[config.mk]
export PLATFORM = sky130hd
export DESIGN_NAME = dmsc_fifo
export DESIGN_NICKNAME = d
export VERILOG_FILES = /design/src/hdl/dmsc_pkg.sv /design/src/hdl/dmsc_fifo.sv
export SDC_FILE = /design/constraint.sdc
export NUM_CORES = 1
export LEC_CHECK = 0
export BUFFER_PORTS_ARGS = -buffer_cell sky130_fd_sc_hd__clkbuf_2
export CAP_MARGIN = 40
export CORE_MARGIN = 1.5
export CORE_UTILIZATION = 40
export DETAILED_ROUTE_END_ITERATION = 6
export GPL_TIMING_DRIVEN = 0
export HOLD_SLACK_MARGIN = 0.12
export PLACE_DENSITY = 0.64
export RECOVER_POWER = 25
export SLEW_MARGIN = 15
export SYNTH_ARGS = -nofsm -noshare
export SYNTH_HDL_FRONTEND = slang
export SYNTH_SLANG_ARGS = --single-unit
[constraint.sdc]
create_clock -name i_clk -period 10 [get_ports i_clk]
set_input_delay 1 -clock i_clk [delete_from_list [all_inputs] [get_ports i_clk]]
set_output_delay 1 -clock i_clk [all_outputs]
set_load 0.005 [all_outputs]
[src/hdl/dmsc_pkg.sv]
package dmsc_pkg;

    localparam int MAX_WIDTH = 4096;
    localparam int X_BITS    = $clog2(MAX_WIDTH);
    localparam int W_BITS    = 13;
    localparam int H_BITS    = 16;
    localparam int PIX_BITS  = 8;
    localparam int IDX_BITS  = 2;
    localparam int CFG_BITS  = 16;

    // window indexed [column][row], column 1 / row 1 is the centre
    typedef struct packed {
        logic [2:0][2:0][PIX_BITS-1:0] win;
        logic                          le;
        logic                          ri;
        logic                          to;
        logic                          bo;
        logic                          xe;
        logic                          ye;
        logic                          pattern;
    } t_job;

endpackage

[src/hdl/dmsc_fifo.sv]
module dmsc_fifo import dmsc_pkg::*; (
    input  logic i_clk,
    input  logic i_rst_n,
    input  logic i_push,
    input  t_job i_job,
    input  logic i_pop,
    output logic o_full,
    output logic o_empty,
    output t_job o_head
);

    t_job       r_slot [2];
    logic       r_wp, r_rp;
    logic [1:0] r_cnt;

    assign o_full  = (r_cnt == 2'd2);
    assign o_empty = (r_cnt == 2'd0);
    assign o_head  = r_slot[r_rp];

    always_ff @(posedge i_clk) begin
        if (!i_rst_n) begin
            r_wp  <= 1'b0;
            r_rp  <= 1'b0;
            r_cnt <= 2'd0;
        end else begin
            if (i_push) begin
                r_wp <= ~r_wp;
            end
            if (i_pop) begin
                r_rp <= ~r_rp;
            end
            r_cnt <= r_cnt + 2'(i_push) - 2'(i_pop);
        end
    end

    always_ff @(posedge i_clk) begin
        if (i_push) begin
            r_slot[r_wp] <= i_job;
        end
    end

endmodule

==> impl_metrics.json, run 1 <==
{
  "drt-pass1-iter-count": 4,
  "finalWirelength_um": 10300,
  "crit_buf_inv": 3,
  "drtAntennaViolNets": 0,
  "core_um2": 14500,
  "antenna_cells_inserted": 0,
  "gpl.final_weighted_congestion": 0.655,
  "drc": 0,
  "synthesis.area_um2": 5960,
  "p_clk_frac": 0.387,
  "cp_top_family": "buffers and inverters",
  "relSlewSlack": 0.597,
  "io_buffers": 163,
  "hp-start": "r_rp$_SDFFE_PN0P_",
  "avgRoutedWirePerCell_um": 15.9,
  "die_area_um2": 15600,
  "cap_violations": 0,
  "slowest_delay_ps": 370,
  "cts.htree.levels": 4,
  "power_density_nw_per_um2": 204,
  "r2r_setup_slack_ps": 8410,
  "path_cells": "buf_6 -> buf_2 -> mux2_2 -> clkbuf_2",
  "end_kind": "primary output",
  "grt_pass1_wl_um": 16200,
  "cp_data_required_time_ps": 9000,
  "slowest_stage": "mux2_2",
  "crit_path_start_kind": "register",
  "grt_max_degree": 44,
  "worstMarginPinSlew_ps": 603,
  "syn_avg_cell_area_um2": 22.3,
  "overflow": 0,
  "dr_total_vias": 3010,
  "num_rows": 44,
  "syn_inst": 267,
  "synth-seq-cells": 163,
  "antenna_found_initial": 0,
  "cts-root-buf": "clkbuf_16",
  "synth_cell_types": 14,
  "slew_viol_final": 0,
  "io_pins": 164,
  "dp_cells": 618,
  "irDropWorstVdd_v": 0.0000966,
  "seqPwrFrac": 0.514,
  "setup_tns_ps": 0,
  "finalCriticalPeriod_ps": 2670,
  "finalSetupViolCount": 0,
  "crit_fanout": 10,
  "timing.fmax_mhz": 374,
  "switching_share": 0.204,
  "detailed_place_hpwl_um": 6950,
  "yosysSeqAreaShare": 0.813,
  "critPathArrivalTime_ps": 1670,
  "drtIter0Drc": 86,
  "cts_setup_buffers": 0,
  "pwr-share-comb": 0.098,
  "cts_resized": 0,
  "final_area_um2": 7620,
  "hold_class": "reg -> reg",
  "cts_made_buffers": 17,
  "grt_pass1_vias": 3203,
  "leakage_nw": 2.86,
  "skew_ps": 4.98,
  "min_period_over_period": 0.267,
  "die_w_um": 125,
  "grt_usage": 0.137,
  "rr_startpoint": "r_wp$_SDFFE_PN0P_",
  "holdBufCountCts": 0,
  "path_clk_slew_ps": 60,
  "layout-drive-gt1-share": 0.542,
  "cts_num_sinks": 163,
  "postPlaceCellArea_um2": 7110,
  "instances_no_fill": 649,
  "crit_type": "reg -> out",
  "p_sw_w": 0.000317,
  "hold_viol_final": 0,
  "internal_power_w": 0.00124,
  "status": "finished clean",
  "cts_buffer_depth": 2,
  "synthToLayoutAreaGrowth_pct": 27.9,
  "cts_tree": "built",
  "nets": 538,
  "die_h_um": 125,
  "clk_latency_ps": 400,
  "synth_nets": 352,
  "rsz0062_at_grt": "no",
  "start_util": 0.410,
  "synth-warning-count": 0,
  "drt-vias-per-instance": 4.64
}
## cell families (layout without fill, tap and decap cells)
family	Yosys count	after routing	share of synthesized area
fa+ha+maj	2	2	0.00420
simple gates	9	9	0.00902
buf+inv	11	209	0.0120
xor+xnor	2	2	0.00525
compound gates	1	1	0.00126
flops	163	163	0.813
mux	79	79	0.156
## layout make-up
type	instances	area (um2)
buffer	9	63.8
clock buffer	20	437
clock inverter	11	114
fill	1248	6910
inverter	2	7.51
multi-input combinational	93	1050
sequential	163	4840
tap	184	230
timing repair buffer	167	872
## registers in the layout (all words and copies together) (netlist names), named ones only
signal and count:
r_slot 158, r_wp 1, r_cnt 2, r_rp 1
## stage by stage
stage	setup slack, ps	util	hold WS [ps]	power, W
after floorplan	4990	-	555	0.000894
after global placement	2740	0.482	566	0.000965
after detailed placement	7650	0.489	570	0.000971
after CTS	7240	0.527	588	0.00158
after global routing	7220	0.525	624	0.00161
final	7330	0.525	587	0.00155
## power groups by stage
stage / clock network, W / registers [W] / logic [W]
2_1_floorplan: 0 / 0.000813 / 0.0000810
3_3_place_gp: 0 / 0.000816 / 0.000149
3_5_place_dp: 0 / 0.000813 / 0.000158
4_1_cts: 0.000619 / 0.000799 / 0.000159
5_1_grt: 0.000642 / 0.000801 / 0.000168
6_report: 0.000601 / 0.000798 / 0.000153
## metal layers
layer  vias up  wire length (um)  share of wire  track usage
li1       1428                 -              -            -
met1      1472              4210           0.41        0.155
met2       102              5280           0.51        0.235
met3         8               728          0.071       0.0573
met4         0               106          0.010       0.0461
met5         -                 0              0            0
## placed cells by master (no fill, tap or decap), drive strengths merged
master      n
nor2b       4
buf        14
and2        4
nor2        1
dfxtp       5
ha          2
mux2       79
edfxtp    158
clkinv      6
inv         2
xor2        1
o21a        1
bufinv      2
clkinvlp    3
clkbuf    182
xnor3       1
## worst reg2reg max path, cell delays in order (launching register included)
cell	delay [ps]
dfxtp_1	390
and2_4	540
buf_16	310
## cells in the mapped netlist (all sizes together)
cell type	instances	share of area
buf	9	0.011
dfxtp	5	0.017
edfxtp	158	0.80
xor2	1	0.0015
inv	2	0.0013
mux2	79	0.16
ha	2	0.0042
nor2b	4	0.0042
xnor3	1	0.0038
nor2	1	0.00063
o21a	1	0.0013
and2	4	0.0042
## path summary, 6_finish.rpt
check / cells after the start / end
max: 4 / o_head[42]
min: 2 / r_rp$_SDFFE_PN0P_
min reg2reg: 2 / r_rp$_SDFFE_PN0P_
max reg2reg: 2 / r_slot[1][78]$_DFFE_PP_
(Power assumes the default switching activity.)
==> inputs of run 2 (changes only) <==
==> constraint.sdc (replaced) <==
create_clock -name i_clk -period 2.5 [get_ports i_clk]
set_input_delay 0.25 -clock i_clk [delete_from_list [all_inputs] [get_ports i_clk]]
set_output_delay 0.25 -clock i_clk [all_outputs]
set_load 0.005 [all_outputs]
==> run 2 against run 1 <==
Clock skew about the same. Non-clock buffer count grew 80. Die area did not move. Sequential share of layout area shrank 6.5 points. Combinational power rose to 4.6 times the previous value. Sequential power increased to 4.0 times the previous value. Design area increased by 11%. Core utilization is 6.0 points higher. Register-to-register slack got worse by 7500 ps.
==> impl_metrics.json, run 2 (synthesized netlist as in run 1, its figures left out) <==
{
  "status": "finished clean",
  "crit_type": "reg -> out",
  "pwr-share-comb": 0.107,
  "skew_ps": 4.62,
  "num_rows": 44,
  "cts-root-buf": "clkbuf_16",
  "hold_viol_final": 0,
  "irDropWorstVdd_v": 0.000564,
  "final_common_cell": "edfxtp_1",
  "fin_ws_ps": 570,
  "hold_class": "in -> reg",
  "clk_latency_ps": 410,
  "rr_startpoint": "r_wp$_SDFFE_PN0P_",
  "finalSetupViolCount": 0,
  "grt_pass1_vias": 3663,
  "setup_tns_ps": 0,
  "leakage_nw": 3.24,
  "switching_share": 0.199,
  "power.total_w": 0.00664,
  "crit_path_start_kind": "register",
  "drt-vias-per-instance": 4.59,
  "relSlewSlack": 0.681,
  "grt_pass1_wl_um": 18200,
  "cts.htree.levels": 4,
  "grt_max_degree": 50,
  "hp-start": "i_pop",
  "finalWirelength_um": 11400,
  "gpl.final_weighted_congestion": 0.698,
  "core_um2": 14500,
  "cts_resized": 0,
  "place_ws_ps": 942,
  "finalCriticalPeriod_ps": 1930,
  "crit_fanout": 10,
  "nets": 618,
  "path_clk_slew_ps": 60,
  "layout_common_cells": "edfxtp_1 (158), clkbuf_2 (132), dlygate4sd3_1 (80)",
  "p_clk_frac": 0.412,
  "end_kind": "primary output",
  "multi_input_area_um2": 1050,
  "regMostFlops": "r_slot",
  "p_sw_w": 0.00132,
  "layout-drive-gt1-share": 0.465,
  "antenna_found_initial": 0,
  "rsz0062_at_grt": "no",
  "drt-pass1-iter-count": 6,
  "cap_violations": 0,
  "grt_usage": 0.153,
  "r2r_setup_slack_ps": 960,
  "worstMarginPinSlew_ps": 478,
  "start_util": 0.410,
  "io_buffers": 163,
  "drtIter0Drc": 121,
  "top_regs": "r_slot x158, r_cnt x2",
  "critPathArrivalTime_ps": 1680,
  "instances_no_fill": 730,
  "hold-worst-slack_ps": 206,
  "die_w_um": 125,
  "r2r.worst_path.cells": 2,
  "min_path_cells": 3,
  "drc": 0,
  "cts_made_buffers": 17,
  "internal_power_w": 0.00532,
  "antenna_cells_inserted": 0,
  "synthToLayoutAreaGrowth_pct": 42.5,
  "drtAntennaViolNets": 0,
  "cts_buffer_depth": 2,
  "cp_data_required_time_ps": 2250,
  "worst_hold_path.endpoint": "r_rp$_SDFFE_PN0P_",
  "die_area_um2": 15600,
  "timing.fmax_mhz": 518,
  "largest_register_ffs": 158,
  "die_h_um": 125,
  "io_pins": 164,
  "min_period_over_period": 0.772,
  "seqPwrFrac": 0.481,
  "register_area_um2": 4840,
  "power_density_nw_per_um2": 782,
  "dp_cells": 618,
  "cts_tree": "built",
  "avgRoutedWirePerCell_um": 15.6,
  "cts_num_sinks": 163,
  "detailed_place_hpwl_um": 7220,
  "rr_endpoint": "r_slot[1][72]$_DFFE_PP_",
  "slew_viol_final": 0,
  "dr_total_vias": 3354,
  "overflow": 0,
  "nFillCells": 1159
}
## run 2: critical path, cell delays in order (launching register included)
cell      delay [ps]
dfxtp_1          320
buf_6            140
buf_6            180
buf_6            200
mux2_4           320
clkbuf_2         110
## run 2: what timing repair did
item	in CTS	in global routing
hold endpoints to repair	163	0
buffers inserted	0	0
hold buffers	80	0
## run 2: power groups by stage
| stage | combinational (W) | clock [W] | sequential [W] |
|---|---|---|---|
| final | 0.000711 | 0.00274 | 0.00319 |
| after CTS | 0.000730 | 0.00280 | 0.00320 |
| after global routing | 0.000777 | 0.00290 | 0.00321 |
| after global placement | 0.000591 | 0 | 0.00325 |
| after floorplan | 0.000326 | 0 | 0.00324 |
| after detailed placement | 0.000627 | 0 | 0.00325 |
## run 2: layout make-up
type | instances | area share
Sequential cell | 163 | 0.570
Clock buffer | 24 | 0.0567
Tap cell | 184 | 0.0271
Clock inverter | 8 | 0.0175
Multi-Input combinational cell | 93 | 0.124
Timing Repair Buffer | 247 | 0.196
Inverter | 2 | 0.000884
Buffer | 9 | 0.00751
## run 2: stage by stage
stage,util,instance area (um2)
4_1_cts,0.587,8540
6_report,0.585,8500
2_1_floorplan,-,5970
3_3_place_gp,0.483,7020
3_5_place_dp,0.489,7100
5_1_grt,0.585,8500
## run 2: routing by layer
layer	global-route usage	part of all wire	vias up
met1	0.168	0.40	1643
met2	0.268	0.52	106
li1	-	-	1586
met5	0	0	-
met3	0.0501	0.052	19
met4	0.0702	0.022	0
## run 2: worst max-delay path by stage
stage | from | end | slack [ps] | cells past startpoint
2_1_floorplan | r_wp$_SDFFE_PN0P_ | r_slot[0][0]$_DFFE_PP_ | 570 | 1
3_3_place_gp | i_push | r_slot[0][11]$_DFFE_PP_ | -170 | 2
3_5_place_dp | r_wp$_SDFFE_PN0P_ | r_slot[1][9]$_DFFE_PP_ | 940 | 2
4_1_cts | register | o_head[72] | 530 | 5
5_1_grt | register | o_head[72] | 480 | 5
6_report | register | o_head[76] | 570 | 5
